`src/rtl/mdnr_pkg.sv`:
```
// Shared constants, state encoding and control structures for the mono downmix resampler.
package mdnr_pkg;

  // Field and register widths
  localparam int SAMPLE_W    = 16;
  localparam int CHAN_CNT_W  = 4;
  localparam int CHAN_IDX_W  = 3;
  localparam int STEP_W      = 12;
  localparam int SUM_W       = 20;
  localparam int MAG_W       = SUM_W - 1;
  localparam int PHASE_W     = 14;
  localparam int POS_W       = 16;
  localparam int CFG_IDX_W   = 2;
  localparam int CFG_DATA_W  = 12;
  localparam int DIV_CNT_W   = 5;
  localparam int RES_CNT_W   = 7;

  // Behavioural constants
  localparam int MAX_CHANNELS = 8;
  localparam int PHASE_ONE    = 256;
  localparam int MAX_RESULTS  = 64;
  localparam int MIN_STEP     = 4;

  localparam logic signed [POS_W-1:0]   POS_LIMIT   = POS_W'(PHASE_ONE - 1);
  localparam logic signed [PHASE_W-1:0] PHASE_RESET = PHASE_W'(-PHASE_ONE);
  localparam logic signed [PHASE_W-1:0] PHASE_WRAP  = PHASE_W'(PHASE_ONE);
  localparam logic [DIV_CNT_W-1:0]      DIV_LAST_BIT = DIV_CNT_W'(MAG_W - 1);

  // Configuration register indexes
  localparam logic [CFG_IDX_W-1:0] CFG_CHANNEL_COUNT = 2'd0;
  localparam logic [CFG_IDX_W-1:0] CFG_RATE_STEP     = 2'd1;

  // Controller states
  typedef enum logic [2:0] {
    ST_IDLE = 3'b001,
    ST_DIV  = 3'b010,
    ST_EMIT = 3'b100
  } state_t;

  // Commands from the controller to the datapath
  typedef struct packed {
    logic take;
    logic div_step;
    logic advance;
    logic load_out;
    logic finish;
  } cmd_t;

  // Status from the datapath to the controller
  typedef struct packed {
    logic frame_done;
    logic div_last;
    logic fits;
    logic cap_full;
    logic slot_free;
  } status_t;

endpackage

```
`src/rtl/mdnr_ctrl.sv`:
```
// Controller state machine: frame accumulation, divide sequencing and output run.
module mdnr_ctrl (
  input  logic            clk,
  input  logic            rst,
  input  logic            in_valid,
  output logic            in_stall,
  input  mdnr_pkg::status_t status,
  output mdnr_pkg::cmd_t    cmd
);
  import mdnr_pkg::*;

  state_t state;
  state_t state_next;

  // State register
  always_ff @(posedge clk) begin
    if (rst) begin
      state <= ST_IDLE;
    end else begin
      state <= state_next;
    end
  end

  // Next state and commands
  always_comb begin
    state_next = state;
    cmd        = '0;
    case (state)
      ST_IDLE: begin
        cmd.take = in_valid;
        if (in_valid && status.frame_done) begin
          state_next = ST_DIV;
        end
      end
      ST_DIV: begin
        cmd.div_step = 1'b1;
        if (status.div_last) begin
          state_next = ST_EMIT;
        end
      end
      ST_EMIT: begin
        if (!status.fits) begin
          cmd.finish = 1'b1;
          state_next = ST_IDLE;
        end else if (status.cap_full) begin
          // Positions beyond the result limit are stepped over silently.
          cmd.advance = 1'b1;
        end else if (status.slot_free) begin
          cmd.advance  = 1'b1;
          cmd.load_out = 1'b1;
        end
      end
      default: begin
        state_next = ST_IDLE;
      end
    endcase
  end

  // Input items are taken only while idle.
  assign in_stall = (state != ST_IDLE);

endmodule

```
`src/rtl/mdnr_datapath.sv`:
```
// Datapath: configuration, channel summing, serial divider, phase stepping and output register.
module mdnr_datapath (
  input  logic                                 clk,
  input  logic                                 rst,
  input  logic                                 cfg_valid,
  input  logic [mdnr_pkg::CFG_IDX_W-1:0]       cfg_index,
  input  logic [mdnr_pkg::CFG_DATA_W-1:0]      cfg_data,
  input  logic signed [mdnr_pkg::SAMPLE_W-1:0] sample,
  input  logic                                 out_stall,
  output logic                                 out_valid,
  output logic signed [mdnr_pkg::SAMPLE_W-1:0] out_sample,
  output logic                                 last_of_run,
  input  mdnr_pkg::cmd_t                       cmd,
  output mdnr_pkg::status_t                    status
);
  import mdnr_pkg::*;

  logic [CHAN_CNT_W-1:0]       channel_count;
  logic [STEP_W-1:0]           rate_step;
  logic signed [SUM_W-1:0]     channel_sum;
  logic [CHAN_IDX_W-1:0]       channel_index;
  logic [CHAN_CNT_W-1:0]       div_rem;
  logic [MAG_W-1:0]            div_quo;
  logic [DIV_CNT_W-1:0]        div_cnt;
  logic                        div_neg;
  logic signed [PHASE_W-1:0]   phase;
  logic signed [PHASE_W-1:0]   pos;
  logic [RES_CNT_W-1:0]        emitted;
  logic                        first_pending;

  logic [CHAN_CNT_W-1:0]       eff_chans;
  logic [STEP_W-1:0]           eff_step;
  logic signed [SUM_W-1:0]     sum_new;
  logic [SUM_W-1:0]            sum_mag;
  logic [CHAN_CNT_W:0]         trial;
  logic                        trial_ge;
  logic signed [SAMPLE_W-1:0]  mono;
  logic signed [POS_W-1:0]     step_ext;
  logic signed [POS_W-1:0]     nxt;
  logic signed [POS_W-1:0]     nxt2;
  logic                        last_flag;

  // Effective register values with out-of-range codes clamped
  always_comb begin
    if (channel_count == '0) begin
      eff_chans = CHAN_CNT_W'(1);
    end else if (channel_count > CHAN_CNT_W'(MAX_CHANNELS)) begin
      eff_chans = CHAN_CNT_W'(MAX_CHANNELS);
    end else begin
      eff_chans = channel_count;
    end
    if (rate_step < STEP_W'(MIN_STEP)) begin
      eff_step = STEP_W'(MIN_STEP);
    end else begin
      eff_step = rate_step;
    end
  end

  // Configuration registers
  always_ff @(posedge clk) begin
    if (rst) begin
      channel_count <= CHAN_CNT_W'(1);
      rate_step     <= STEP_W'(PHASE_ONE);
    end else if (cfg_valid) begin
      case (cfg_index)
        CFG_CHANNEL_COUNT: channel_count <= cfg_data[CHAN_CNT_W-1:0];
        CFG_RATE_STEP:     rate_step     <= cfg_data[STEP_W-1:0];
        default: ;
      endcase
    end
  end

  // Frame sum and its magnitude for the divider
  assign sum_new = channel_sum + {{(SUM_W-SAMPLE_W){sample[SAMPLE_W-1]}}, sample};
  assign sum_mag = sum_new[SUM_W-1] ? (SUM_W'(0) - sum_new) : sum_new;
  assign status.frame_done = ({1'b0, channel_index} + CHAN_CNT_W'(1)) >= eff_chans;

  // Restoring divider step: one quotient bit per cycle
  assign trial    = {div_rem, div_quo[MAG_W-1]};
  assign trial_ge = trial >= {1'b0, eff_chans};
  assign status.div_last = (div_cnt == '0);

  // Quotient with the sign restored, truncated toward zero
  assign mono = div_neg ? SAMPLE_W'(SAMPLE_W'(0) - div_quo[SAMPLE_W-1:0])
                        : div_quo[SAMPLE_W-1:0];

  always_ff @(posedge clk) begin
    if (rst) begin
      channel_sum   <= '0;
      channel_index <= '0;
    end else if (cmd.take) begin
      if (status.frame_done) begin
        channel_sum   <= '0;
        channel_index <= '0;
      end else begin
        channel_sum   <= sum_new;
        channel_index <= channel_index + CHAN_IDX_W'(1);
      end
    end
  end

  always_ff @(posedge clk) begin
    if (cmd.take && status.frame_done) begin
      div_quo <= sum_mag[MAG_W-1:0];
      div_rem <= '0;
      div_cnt <= DIV_LAST_BIT;
      div_neg <= sum_new[SUM_W-1];
    end else if (cmd.div_step) begin
      div_quo <= {div_quo[MAG_W-2:0], trial_ge};
      div_rem <= trial_ge ? CHAN_CNT_W'(trial - {1'b0, eff_chans})
                          : trial[CHAN_CNT_W-1:0];
      div_cnt <= div_cnt - DIV_CNT_W'(1);
    end
  end

  // Output position stepping
  assign step_ext  = {{(POS_W-STEP_W){1'b0}}, eff_step};
  assign nxt       = {{(POS_W-PHASE_W){pos[PHASE_W-1]}}, pos} + step_ext;
  assign nxt2      = nxt + step_ext;
  assign last_flag = (emitted == RES_CNT_W'(MAX_RESULTS - 1)) || (nxt2 > POS_LIMIT);

  assign status.fits      = (nxt <= POS_LIMIT);
  assign status.cap_full  = (emitted == RES_CNT_W'(MAX_RESULTS));
  assign status.slot_free = !out_valid || !out_stall;

  always_ff @(posedge clk) begin
    if (rst) begin
      phase         <= PHASE_RESET;
      first_pending <= 1'b1;
    end else if (cmd.finish) begin
      phase         <= pos - PHASE_WRAP;
      first_pending <= 1'b0;
    end
  end

  always_ff @(posedge clk) begin
    if (cmd.take && status.frame_done) begin
      pos     <= phase;
      emitted <= '0;
    end else if (cmd.advance) begin
      pos <= nxt[PHASE_W-1:0];
      if (cmd.load_out) begin
        emitted <= emitted + RES_CNT_W'(1);
      end
    end
  end

  // Output register
  always_ff @(posedge clk) begin
    if (rst) begin
      out_valid <= 1'b0;
    end else if (cmd.load_out) begin
      out_valid <= 1'b1;
    end else if (!out_stall) begin
      out_valid <= 1'b0;
    end
  end

  always_ff @(posedge clk) begin
    if (cmd.load_out) begin
      out_sample  <= (first_pending && nxt[POS_W-1]) ? '0 : mono;
      last_of_run <= last_flag;
    end
  end

endmodule

```
`src/rtl/mono_downmix_nearest_resampler.sv`:
```
// Top level of the mono downmix and nearest-sample resampler.
// Samples that do not complete a frame are taken one per cycle.
// A frame's last sample starts a serial divide; results then leave
// at one per cycle while the output is not stalled.
// A completing sample keeps the input stalled through the divide, one step for each
// output position in the frame (results plus positions stepped over past 64) and the
// return to idle; output stalls during the run lengthen this.
// Synchronous reset restores the default registers, clears the frame and empties the output.
module mono_downmix_nearest_resampler (
  input  logic                                 clk,
  input  logic                                 rst,
  input  logic                                 in_valid,
  output logic                                 in_stall,
  input  logic signed [mdnr_pkg::SAMPLE_W-1:0] sample,
  output logic                                 out_valid,
  input  logic                                 out_stall,
  output logic signed [mdnr_pkg::SAMPLE_W-1:0] out_sample,
  output logic                                 last_of_run,
  input  logic                                 cfg_valid,
  output logic                                 cfg_ready,
  input  logic [mdnr_pkg::CFG_IDX_W-1:0]       cfg_index,
  input  logic [mdnr_pkg::CFG_DATA_W-1:0]      cfg_data
);
  import mdnr_pkg::*;

  cmd_t    cmd;
  status_t status;

  // Register writes are always taken.
  assign cfg_ready = 1'b1;

  // Controller
  mdnr_ctrl u_ctrl (
    .clk      (clk),
    .rst      (rst),
    .in_valid (in_valid),
    .in_stall (in_stall),
    .status   (status),
    .cmd      (cmd)
  );

  // Datapath
  mdnr_datapath u_datapath (
    .clk         (clk),
    .rst         (rst),
    .cfg_valid   (cfg_valid),
    .cfg_index   (cfg_index),
    .cfg_data    (cfg_data),
    .sample      (sample),
    .out_stall   (out_stall),
    .out_valid   (out_valid),
    .out_sample  (out_sample),
    .last_of_run (last_of_run),
    .cmd         (cmd),
    .status      (status)
  );

endmodule

```
`config.mk`:
```
export PLATFORM = sky130hd
export DESIGN_NAME = mono_downmix_nearest_resampler
export DESIGN_NICKNAME = d
export VERILOG_FILES = /design/src/rtl/mdnr_pkg.sv /design/src/rtl/mdnr_ctrl.sv /design/src/rtl/mdnr_datapath.sv /design/src/rtl/mono_downmix_nearest_resampler.sv
export SDC_FILE = /design/constraint.sdc
export NUM_CORES = 1
export LEC_CHECK = 0
export BUFFER_PORTS_ARGS = -buffer_cell sky130_fd_sc_hd__buf_2
export CAP_MARGIN = 25
export CORE_MARGIN = 5
export CORE_UTILIZATION = 60
export DETAILED_ROUTE_END_ITERATION = 16
export GPL_TIMING_DRIVEN = 0
export HOLD_SLACK_MARGIN = 0.03
export PLACE_DENSITY = 0.79
export RECOVER_POWER = 100
export SLEW_MARGIN = 20
export SYNTH_ARGS = -nofsm -noshare
export SYNTH_HDL_FRONTEND = slang
export SYNTH_SLANG_ARGS = --single-unit
```
`constraint.sdc`:
```
create_clock -name clk -period 10.7 [get_ports clk]
set_clock_uncertainty 0.2 [all_clocks]
set_input_delay 1.07 -clock clk [delete_from_list [all_inputs] [get_ports clk]]
set_output_delay 1.07 -clock clk [all_outputs]
set_load 0.05 [all_outputs]
```
Yosys cells after proc, flatten, opt, wreduce, memory -nomap -nowiden
Index checks and enable logic that the tools add are counted.

storage, ports and cells
  register bits = 125
  input port bits = 35
  logic and storage cells = 86

operators by class
  add/subtract/negate cells = 11
  $lt $le $gt $ge = 6
  equal/unequal tests = 11
  mux-type cells = 26
  reduce and logical (&&, ||, !) cells = 16

operators with widths
  cell                                                         count
  two-way mux 19 bit                                           3
  two-way mux 14 bit                                           2
  adder 20 bit                                                 1
  two-way mux 20 bit                                           1
  subtractor 1 x 19 -> 19 bit, first input constant            1
  adder 16 x 13 -> 16 bit                                      1
  > comparator 16 x 9 -> 1 bit, second input constant          1
  <= comparator 16 x 9 -> 1 bit, second input constant         1
  two-way mux 16 bit                                           1
  subtractor 1 x 16 -> 16 bit, first input constant            1
  adder 14 x 13 -> 15 bit                                      1
  two-way mux 3 bit                                            5
  subtractor 14 x 10 -> 14 bit, second input constant          1
  less-than comparator 12 x 3 -> 1 bit, second input constant  1
  two-way mux 12 bit                                           1
  two-way mux 4 bit                                            3
  case mux 3 bit (3 select lines)                              1
  adder 7 x 1 -> 7 bit, second input constant                  1
  equality test 7 x 6 -> 1 bit, second input constant          1
  equality test 7 bit, second input constant                   1
  two-way mux 1 bit                                            7
  AND reduction 2 bit                                          3
  greater-or-equal comparator 5 x 4 -> 1 bit                   1
  zero test 5 bit                                              1
  21 further kinds                                             29

Depth between registers and ports, before layout
Gate-level depths: netlist (run 1).

  depth in word-level cells = 8
  gate-level depth with buffers = 22
  mapped depth without buffers = 21

Hierarchy
Synthesis (run 1) repeated with hierarchy kept, for this count alone.

second synthesis, totals
  cells, all modules = 961
  area, all modules = 8,217.9 um^2

modules (own cells, without submodules)
  module                          instances  cells an instance  area each (um^2)
  mdnr_datapath                   1          939                8,021.4
  mdnr_ctrl                       1          20                 185.2
  mono_downmix_nearest_resampler  1          2                  11.3

Worst setup path after synthesis (run 1)
No wires, ideal clock.

  kind = register to register
  start = reg u_datapath.rate_step[3]
  end = reg u_datapath.last_of_run, data pin
  setup time = 0.275 ns
  arrival = 4.249 ns
  data required time = 10.225 ns
  slack = 5.977 ns
  cell stages (with the launch flop) = 22
  period minus slack after synthesis = 4.723 ns
  path through = dfxtp_1 > buf_6 > nor4_1 > nand3_1 > nand2b_1 > ha_1 > a31oi_1 > nand3_4 > a31oi_1 > o21bai_1 > maj3_1 > xor2_1 > ha_1 > o21ai_0 > nand2b_1 > a21o_1 > o21ai_1 > o31ai_4 > xnor2_1 > a221oi_1 > o41ai_1 > nand4_1

between the ends
  word-level cells in the longest chain between the ends = 6

RTL lines
  element                               line                  RTL
  start: declaration                    mdnr_datapath.sv:19   logic [STEP_W-1:0] rate_step;
  start signal: assignment              mdnr_datapath.sv:63   rate_step <= STEP_W'(PHASE_ONE);
  start signal: assignment              mdnr_datapath.sv:67   CFG_RATE_STEP: rate_step <= cfg_data[STEP_W-1:0];
  less-than comparator 12 x 3 -> 1 bit  mdnr_datapath.sv:52   if (rate_step < STEP_W'(MIN_STEP)) begin
  two-way mux 12 bit (*)                mdnr_datapath.sv:52
  adder 14 x 13 -> 15 bit               mdnr_datapath.sv:118  assign nxt = {{(POS_W-PHASE_W){pos[PHASE_W-1]}}, pos} + step_ext;
  adder 16 x 13 -> 16 bit (*)           mdnr_datapath.sv:119  assign nxt2 = nxt + step_ext;
  > comparator 16 x 9 -> 1 bit (*)      mdnr_datapath.sv:120  assign last_flag = (emitted == RES_CNT_W'(MAX_RESULTS - 1)) || (nxt2 > POS_LIMIT);
  logical OR 1 bit (*)                  mdnr_datapath.sv:120
  net u_datapath.last_flag              mdnr_datapath.sv:41   logic last_flag;
  end signal: assignment                mdnr_datapath.sv:162  last_of_run <= last_flag;
  end: declaration                      mdnr_datapath.sv:12   output logic last_of_run,

Mark *: on every way through the listed nets, which the timed path passes. The rest lies on a longest branch.
A chain may end at the register's enable or synchronous reset.

==> results.ini, run 1 <==
[routing]
wl_um=18400
drtPass1Iterations=5
drt_iter0_markers=534
ant_nets=0
wl_per_cell_um=15.3
drc=0
vias=6960
vias_per_cell=5.80

[setup_path]
path_class=reg -> reg
cp_slowest_stage_delay_ps=2140
crit_chain=clkbuf_1, nor2_1, nand3_1, nand2b_1, ha_1, and3_1, o31ai_1, nand3_1, a31oi_1, o311ai_0, nor2_1, a32oi_1, nor3_1, and2_0, nand3_2, mux2i_1
arrival_ps=6550
crit_path_end_kind=flop
crit_path_top_delay_cell=nor3_1
cp_max_fo=25
startpoint_type=flop
critPathRequiredTime_ps=10790
path_buf_inv=1
path_delay_family=simple AND/OR/NAND/NOR gates

[sta]
maxSlewHeadroom=-0.866
rsz0062_at_grt=no
drv_slew=26
period_needed_ps=6450
hold_viol=0
setup_viol=0
tns_ps=0
fmax_mhz=155
worst_slew_pin_slew_ps=2780
final.period_utilization=0.603

[grt]
antenna_found_initial=0
grt_max_degree=26
grt_pass1_wl_um=31000
grt_overflow=0
grt_pass1_vias=6513
groute.usage.overall=0.234

[yosys]
synth.avg_cell_area_sq_um=8.71
yosysMostFrequentCell=nand2_1
synth_cells=940
ys_ff_latch=125
syn_nets=1032
yosys-top-cells-area=edfxtp_1 19%, dfxtp_1 18%, ha_1 8.4%, nand2_1 5.5%, nor2_1 5.0%
ys.flop_type=dfxtp_1
synth_edf_count=51
synth_top_area_frac=0.187
async_flop_share=0
ys_types=82
netlist_top_cells_count=121 x nand2_1, 108 x nor2_1, 74 x dfxtp_1, 55 x ha_1
ys_warn_count=0
synth-seq-area-share=0.368
syn-cell-area_sq_mm=0.00819
synth.largest_area_cell=edfxtp_1

[final_layout]
drive_above_1_share=0.0878
nNetsFinal=1104
final_area_sq_mm=0.00916
antennaDiodeCount=0
synthToLayoutAreaGrowth_pct=11.8

[clocking]
postCtsSetupBuffers=0
hold_buffers=0
htree_num_levels=4
clockBufferDepth=2
numCtsBuffers=17
clk_pin_slew_worst_paths_ps=60
cts_tree=yes
clk_latency_ps=410
clockRootBuffer=clkbuf_16
cts-resized-gates=0
cts.sinks=125

[power]
power.internal_w=0.00106
seq_power_share=0.373
combPwrFrac=0.271
ir_drop_mv=0.109
powerDensity_mw_per_mm2=170
clockPowerShare=0.356
swShare=0.322
leakage_nw=3.70
switchingPower_w=0.000502

[place]
dpl.hpwl_um=13600
place_area_sq_mm=0.00868
portBuffers=52
routabilityCongestion=0.902

[die]
die_area_sq_mm=0.0161
die_w_um=127
row_count=42
pin_count=55
core_area_sq_mm=0.0133
die-height_um=127
initial_core_util=0.616

[worst_hold_path]
hold_class=reg -> reg

[run_status]
outcome=finished, violations left
violations=max-capacitance violations, max-slew violations

[job]
max_cap_viol_count=1

per-stage QoR:
step / hold slack (ps) / power [W] / setup slack (ps) / cells / utilization
finish: 262 / 0.00156 / 4250 / 1201 / 0.689
CTS: 267 / 0.00157 / 5400 / 1201 / 0.696
detailed placement: 255 / 0.00101 / 5450 / 1169 / 0.653
global placement: 245 / 0.00100 / 4980 / 1168 / 0.652
floorplan: 232 / 0.000913 / 5980 / 940 / -
global route: 293 / 0.00165 / 3620 / 1201 / 0.689
cells in the final DEF (no fill, tap or decap), drive strengths merged, types with 6 or more instances in the layout:
cell	count
a211o	12
a211oi	6
a21o	11
a21oi	52
a22oi	12
a31oi	10
and2	7
and3	8
buf	35
clkbuf	80
clkinv	10
dfxtp	74
edfxtp	51
ha	55
inv	38
mux2i	15
nand2	121
nand2b	14
nand3	24
nand4	6
nor2	108
nor2b	11
nor3	20
o21a	9
o21ai	54
o31ai	15
or2	6
or4	6
xnor2	42
xor2	39
final timing paths:
path	start	to	slack, ps	cells past startpoint
worst min-delay path	u_datapath.channel_sum[10]	u_datapath.channel_sum[10]	260	2
worst max register to register	u_datapath.rate_step[6]	u_datapath.emitted[4]	4250	16
worst max-delay path	u_datapath.rate_step[6]	u_datapath.emitted[4]	4250	16
worst min register to register	u_datapath.channel_sum[10]	u_datapath.channel_sum[10]	260	2
logic make-up (layout without fill, tap and decap cells):
family	count (synthesis)	in the layout	synth area share
other	1	1	0.000458
buffers and inverters	81	166	0.0405
DFF	125	125	0.368
and+or+nand+nor	353	353	0.202
xor gates and xnor gates	82	82	0.0903
muxes	16	16	0.0197
AOI/OAI and AO/OA	221	221	0.185
adders and majority gates	61	61	0.0938
layer usage:
metal | up-vias | GRT usage | part of all wire
li1 | 3496 | - | -
met1 | 3249 | 0.329 | 0.47
met2 | 194 | 0.366 | 0.46
met3 | 21 | 0.0534 | 0.062
met4 | 0 | 0.0612 | 0.013
met5 | - | 0 | 0
power by group through the flow:
| stage | clock [W] | combinational [W] | sequential (W) |
|---|---|---|---|
| 6_report | 0.000555 | 0.000423 | 0.000583 |
| 5_1_grt | 0.000586 | 0.000474 | 0.000587 |
| 4_1_cts | 0.000559 | 0.000426 | 0.000582 |
| 3_5_place_dp | 0 | 0.000421 | 0.000591 |
| 3_3_place_gp | 0 | 0.000409 | 0.000590 |
| 2_1_floorplan | 0 | 0.000333 | 0.000581 |
worst min-delay path: stages (launching register included):
cell     delay (ps)
dfxtp_1         310
nand2_1          50
a21oi_1          50
area by class of cell:
cell class                 count  area, sq um
multi-input combinational    734         4790
buffer                        45          191
sequential                   125         3010
fill                        1081         4140
clock buffer                  17          425
clock inverter                15          146
timing repair buffer          53          238
tap                          176          220
inverter                      36          135
state kept, by name, indices dropped and copies added (netlist names):
name	count
u_datapath.out_sample	16
u_datapath.channel_count	4
u_datapath.pos	14
u_datapath.div_cnt	5
u_datapath.emitted	7
u_datapath.div_quo	19
u_datapath.div_rem	4
u_datapath.div_neg	1
u_datapath.rate_step	12
u_datapath.last_of_run	1
u_datapath.phase	14
u_datapath.out_valid	1
u_datapath.first_pending	1
u_datapath.channel_index	3
u_datapath.channel_sum	20
u_ctrl.state	3
Note: power is estimated with default switching activity, not from simulation.
==> run 2: changes to the inputs <==
Settings changed: CORE_UTILIZATION 60 to 56, PLACE_DENSITY 0.79 to 0.78.
Clock period 10.7 ns to 5.9 ns, I/O delays scaled along.
==> run 2 against run 1 <==
  * The flow now finishes without violations
  * Register-to-register slack got worse by 3800 ps
  * Count of clock-buffer cells in the layout increased by 6
  * Via count decreased by 0.63%
  * Combinational power increased by 83%
  * Utilization decreased by 4.5 points
  * Critical path type unchanged
==> results.ini, run 2 (synthesis results as in run 1) <==
[run_status]
outcome=finished clean

[routing]
drt_iter0_markers=482  ; -9.7%
drtPass1Iterations=5  ; unchanged
ant_nets=0  ; unchanged
vias_per_cell=5.72  ; -1.3%
wl_per_cell_um=15.3  ; -0.19%
drc=0  ; unchanged
wl_um=18500  ; +0.47%
vias=6916  ; -0.63%

[setup_path]
rr_startpoint=u_datapath.rate_step[11]
cp_max_fo=6  ; -76%
cp_slowest_stage_delay_ps=450  ; -1690 ps
crit_path_end_kind=flop
crit_chain=nor4_1, nand3_1, nand2b_1, ha_1, and3_1, o31ai_4, nand3_4, a31oi_1, o21bai_1, maj3_1, xor2_1, ha_1, nor4_1, nand2b_1, o21ai_1, o31ai_4, xnor2_1, a221oi_1, o41ai_1, nand4_1
startpoint_type=flop
r2r-end=u_datapath.last_of_run
crit_path_top_delay_cell=o41ai_1
rr_worst_depth=20  ; +4
path_class=reg -> reg
rrSetupSlack_ps=420  ; -3820 ps
path_delay_family=simple AND/OR/NAND/NOR gates
path_buf_inv=0  ; -1
arrival_ps=5410  ; -1140 ps
critPathRequiredTime_ps=5840  ; -4950 ps

[place]
portBuffers=52  ; unchanged
routabilityCongestion=0.935  ; +3.7%
place_ws_ps=506  ; -4940 ps
dpl.hpwl_um=13900  ; +2.9%

[sta]
tns_ps=0  ; unchanged
worst_slew_pin_slew_ps=971  ; -1810 ps
hold_ws_ps=194  ; -68.4 ps
fmax_mhz=183  ; +18%
setup_viol=0  ; unchanged
final.period_utilization=0.928  ; +0.325
drv_slew=0  ; -100%
period_needed_ps=5480  ; -978 ps
maxSlewHeadroom=0.351  ; +1.22
rsz0062_at_grt=no
setup_slack_ps=424  ; -3820 ps
hold_viol=0  ; unchanged

[power]
ir_drop_mv=0.173  ; +59%
combPwrFrac=0.265  ; -0.006
clockPowerShare=0.372  ; +0.016
leakage_nw=3.75  ; +1.4%
power.total_w=0.00291  ; +86%
power.internal_w=0.00200  ; +89%
powerDensity_mw_per_mm2=314  ; +84%
switchingPower_w=0.000912  ; +81%
seq_power_share=0.363  ; -0.010
swShare=0.313  ; -0.00857

[die]
row_count=44  ; +4.8%
die-height_um=131  ; +3.2%
die_area_sq_mm=0.0171  ; +6.6%
core_area_sq_mm=0.0144  ; +8.5%
pin_count=55  ; unchanged
initial_core_util=0.568  ; -0.0482
die_w_um=131  ; +3.2%

[grt]
groute.usage.overall=0.223  ; -0.0114
grt_pass1_vias=6508  ; -0.077%
antenna_found_initial=0  ; unchanged
grt_max_degree=26  ; unchanged
grt_pass1_wl_um=30700  ; -1.1%
grt_overflow=0  ; unchanged

[final_layout]
final_cell_mix=121 x nand2_1, 108 x nor2_1, 74 x dfxtp_1
nNetsFinal=1104  ; unchanged
largest_reg_flops=20  ; unchanged
antennaDiodeCount=0  ; unchanged
multi_input_area_sq_mm=0.00484  ; +1.0%
regMostFlops=u_datapath.channel_sum
drive_above_1_share=0.0927  ; +0.00488
mostFrequentLayoutCell=nand2_1
synthToLayoutAreaGrowth_pct=13.4
n_fill_cell=1225  ; +13%
top_regs=u_datapath.channel_sum: 20 flops, u_datapath.div_quo: 19 flops, u_datapath.out_sample: 16 flops
area.sequential_sq_mm=0.00301  ; unchanged

[clocking]
postCtsSetupBuffers=0  ; unchanged
clk_pin_slew_worst_paths_ps=60  ; about the same
cts.sinks=125  ; unchanged
hold_buffers=0  ; unchanged
cts-resized-gates=0  ; unchanged
clockRootBuffer=clkbuf_16
clk_latency_ps=410  ; about the same
numCtsBuffers=17  ; unchanged
htree_num_levels=4  ; unchanged
cts_tree=yes
clockBufferDepth=2  ; unchanged

[worst_hold_path]
holdPathEnd=u_datapath.rate_step[8]
hold_depth=3  ; +1
hold_class=in -> reg
holdCritStartpoint=cfg_data[8]

[job]
max_cap_viol_count=0  ; -1

-- run 2: worst max-delay path by stage --
stage          cells past startpoint                startpoint                     end  slack [ps]
5_1_grt                           20   u_datapath.rate_step[9]  u_datapath.last_of_run          70
2_1_floorplan                     21   u_datapath.rate_step[3]  u_datapath.last_of_run        1180
4_1_cts                           19  u_datapath.rate_step[11]  u_datapath.last_of_run         440
3_3_place_gp                      14  u_datapath.rate_step[11]       u_datapath.pos[0]         210
3_5_place_dp                      19  u_datapath.rate_step[11]  u_datapath.last_of_run         510
6_report                          20  u_datapath.rate_step[11]  u_datapath.last_of_run         420
-- run 2: final cells by class --
type | instances | share of cell area
Inverter | 36 | 0.0146
Multi-Input combinational cell | 734 | 0.521
Clock inverter | 9 | 0.00984
Tap cell | 184 | 0.0248
Sequential cell | 125 | 0.325
Buffer | 45 | 0.0208
Clock buffer | 23 | 0.0585
Timing Repair Buffer | 53 | 0.0257
-- run 2: tightest hold or removal path, cell delays in order --
cell      delay, ps
buf_2            70
nand2_1          40
nand3b_1         70
-- run 2: metal layers --
metal  track usage  share of wire  wire (um)  vias to the layer above
li1              -              -          -                     3498
met1         0.306           0.48       8870                     3231
met2         0.358           0.46       8490                      166
met3        0.0508          0.049        909                       21
met4        0.0581          0.013        233                        0
met5             0              0          0                        -
-- run 2: power by group through the flow --
stage | sequential, W | clock (W) | combinational [W]
4_1_cts | 0.00105 | 0.00109 | 0.000773
6_report | 0.00106 | 0.00108 | 0.000773
3_5_place_dp | 0.00107 | 0 | 0.000764
2_1_floorplan | 0.00105 | 0 | 0.000604
5_1_grt | 0.00107 | 0.00113 | 0.000863
3_3_place_gp | 0.00107 | 0 | 0.000741
-- run 2: per-stage QoR --
step / instances / instance area (sq um) / utilization
floorplan: 940 / 8190 / -
global placement: 1176 / 8680 / 0.602
detailed placement: 1177 / 8690 / 0.603
CTS: 1209 / 9330 / 0.647
global route: 1209 / 9280 / 0.644
finish: 1209 / 9280 / 0.644
==> run 3: changes to the inputs <==
Settings changed: REMOVE_ABC_BUFFERS from default to 1.
==> run 3 against run 2 <==
  * Maximum frequency grew 1.9%
  * Combinational power shrank 4.3%
  * Sequential share of layout area grew 0.84 points
  * Utilization shrank 1.6 points
  * Non-clock buffer count shrank 40
  * Critical path depth shrank 7
  * Clock power shrank 11%
  * Routed wire length shrank 3.9%
==> results.ini, run 3 (synthesis results as in run 1) <==
[setup_path]
arrival_ps=5260  ; -150 ps
crit_chain=nor4_1, nand3_1, nand2b_1, ha_1, and3_1, o31a_1, nor2_1, o221a_2, or4_1, a211oi_1, a32oi_1, nor3_1, clkbuf_2
critPathRequiredTime_ps=5790  ; -50 ps
path_class=reg -> reg
cp_slowest_stage_delay_ps=1010  ; +560 ps
path_buf_inv=1  ; +1
crit_path_end_kind=flop
startpoint_type=flop
path_delay_family=simple AND/OR/NAND/NOR gates
crit_path_top_delay_cell=nor3_1
cp_max_fo=15  ; +9

[power]
combPwrFrac=0.268  ; +0.003
ir_drop_mv=0.242  ; +40%
seq_power_share=0.385  ; +0.022
clockPowerShare=0.347  ; -0.025
power.internal_w=0.00187  ; -6.3%
powerDensity_mw_per_mm2=305  ; -2.6%
leakage_nw=3.66  ; -2.6%
switchingPower_w=0.000889  ; -2.5%
swShare=0.322  ; +0.00847

[die]
die_w_um=131  ; unchanged
core_area_sq_mm=0.0144  ; unchanged
row_count=44  ; unchanged
die_area_sq_mm=0.0171  ; unchanged
initial_core_util=0.568  ; unchanged
pin_count=55  ; unchanged
die-height_um=131  ; unchanged

[routing]
wl_um=17800  ; -3.9%
wl_per_cell_um=15.2  ; -0.65%
vias=6677  ; -3.5%
drt_iter0_markers=517  ; +7.3%
vias_per_cell=5.71  ; -0.15%
ant_nets=0  ; unchanged
drc=0  ; unchanged
drtPass1Iterations=5  ; unchanged

[sta]
maxSlewHeadroom=0.146  ; -0.205
final.period_utilization=0.911  ; -0.0169
hold_viol=0  ; unchanged
rsz0062_at_grt=no
fmax_mhz=186  ; +1.9%
period_needed_ps=5380  ; -99.5 ps
drv_slew=0  ; unchanged
worst_slew_pin_slew_ps=1270  ; +301 ps
tns_ps=0  ; unchanged
setup_viol=0  ; unchanged

[clocking]
cts.sinks=125  ; unchanged
hold_buffers=0  ; unchanged
numCtsBuffers=17  ; unchanged
clk_latency_ps=430  ; +20 ps
cts_tree=yes
htree_num_levels=4  ; unchanged
clockRootBuffer=clkbuf_16
clockBufferDepth=2  ; unchanged
clk_pin_slew_worst_paths_ps=60  ; about the same

[final_layout]
finalCoreUtilization=0.627  ; -0.0163
mostFrequentLayoutCell=nand2_1
top_regs=u_datapath.channel_sum: 20 flops, u_datapath.div_quo: 19 flops, u_datapath.out_sample: 16 flops
final_cell_mix=121 x nand2_1, 108 x nor2_1, 74 x dfxtp_1
regMostFlops=u_datapath.channel_sum
synthToLayoutAreaGrowth_pct=10.5
antennaDiodeCount=0  ; unchanged
largest_reg_flops=20  ; unchanged
nNetsFinal=1064  ; -3.6%
drive_above_1_share=0.0924  ; -0.000297

[run_status]
outcome=finished clean

[grt]
groute.usage.overall=0.218  ; -0.00454
antenna_found_initial=0  ; unchanged
grt_pass1_vias=6404  ; -1.6%
grt_pass1_wl_um=29800  ; -2.9%
grt_overflow=0  ; unchanged
grt_max_degree=46  ; +77%

[place]
dpl.hpwl_um=13100  ; -6.3%
routabilityCongestion=0.879  ; -6.1%
portBuffers=53  ; +1.9%

[worst_hold_path]
hold_class=in -> reg

[job]
max_cap_viol_count=0  ; unchanged

-- run 3: cell count changes in the layout (fill, tap and decap cells not counted), moves of 2 or more --
cell | before | now
clkbuf_1 | 62 | 25
clkbuf_16 | 21 | 17
buf_12 | 0 | 2
buf_4 | 2 | 0
buf_6 | 2 | 0
clkinv_1 | 1 | 3
clkinvlp_4 | 0 | 2
inv_4 | 2 | 0
-- run 3: layer usage --
layer  up-vias  share of wire  GRT usage
li1       3406              -          -
met1      3116           0.45      0.275
met2       131           0.50      0.381
met3        24          0.045     0.0459
met4         0          0.013     0.0599
met5         -              0          0
-- run 3: power groups by stage --
stage	Sequential, W	Clock [W]	Combinational [W]
floorplan	0.00106	0	0.000575
global placement	0.00108	0	0.000709
detailed placement	0.00108	0	0.000732
CTS	0.00106	0.000973	0.000742
global route	0.00107	0.00102	0.000839
finish	0.00106	0.000960	0.000740
-- run 3: worst min-delay path, cell delays in order --
cell and delay, ps:
buf_2 70, nand2_1 40, nand3b_1 70
-- run 3: worst paths after layout --
| path | slack [ps] | end | depth (start not counted) | start |
|---|---|---|---|---|
| worst max-delay path | 520 | u_datapath.out_sample[14] | 13 | u_datapath.rate_step[11] |
| worst min-delay path | 190 | u_datapath.rate_step[8] | 3 | cfg_data[8] |
| worst max register to register | 520 | u_datapath.out_sample[14] | 13 | u_datapath.rate_step[11] |
| worst min register to register | 260 | u_datapath.channel_sum[7] | 2 | u_datapath.channel_sum[7] |
-- run 3: layout make-up --
type                       count  area (sq um)
multi-input combinational    734          4840
sequential                   125          3010
clock buffer                  21           440
inverter                      36           135
tap                          184           230
timing repair buffer          58           294
clock inverter                11          97.6
fill                        1254          5380
-- run 3: timing repair --
action,CTS,global route
endpoints found under the setup margin,0,1
gates resized for setup,0,2
buffers inserted,0,0
-- run 3: metrics by stage --
step	setup slack, ps	hold slack (ps)	instance area, sq um	instances	power, W
global route	58.8	188	9050	1169	0.00293
floorplan	1210	226	7990	895	0.00164
detailed placement	458	251	8540	1134	0.00181
global placement	86.8	243	8490	1132	0.00179
CTS	400	177	9080	1166	0.00278
finish	523	190	9050	1169	0.00276
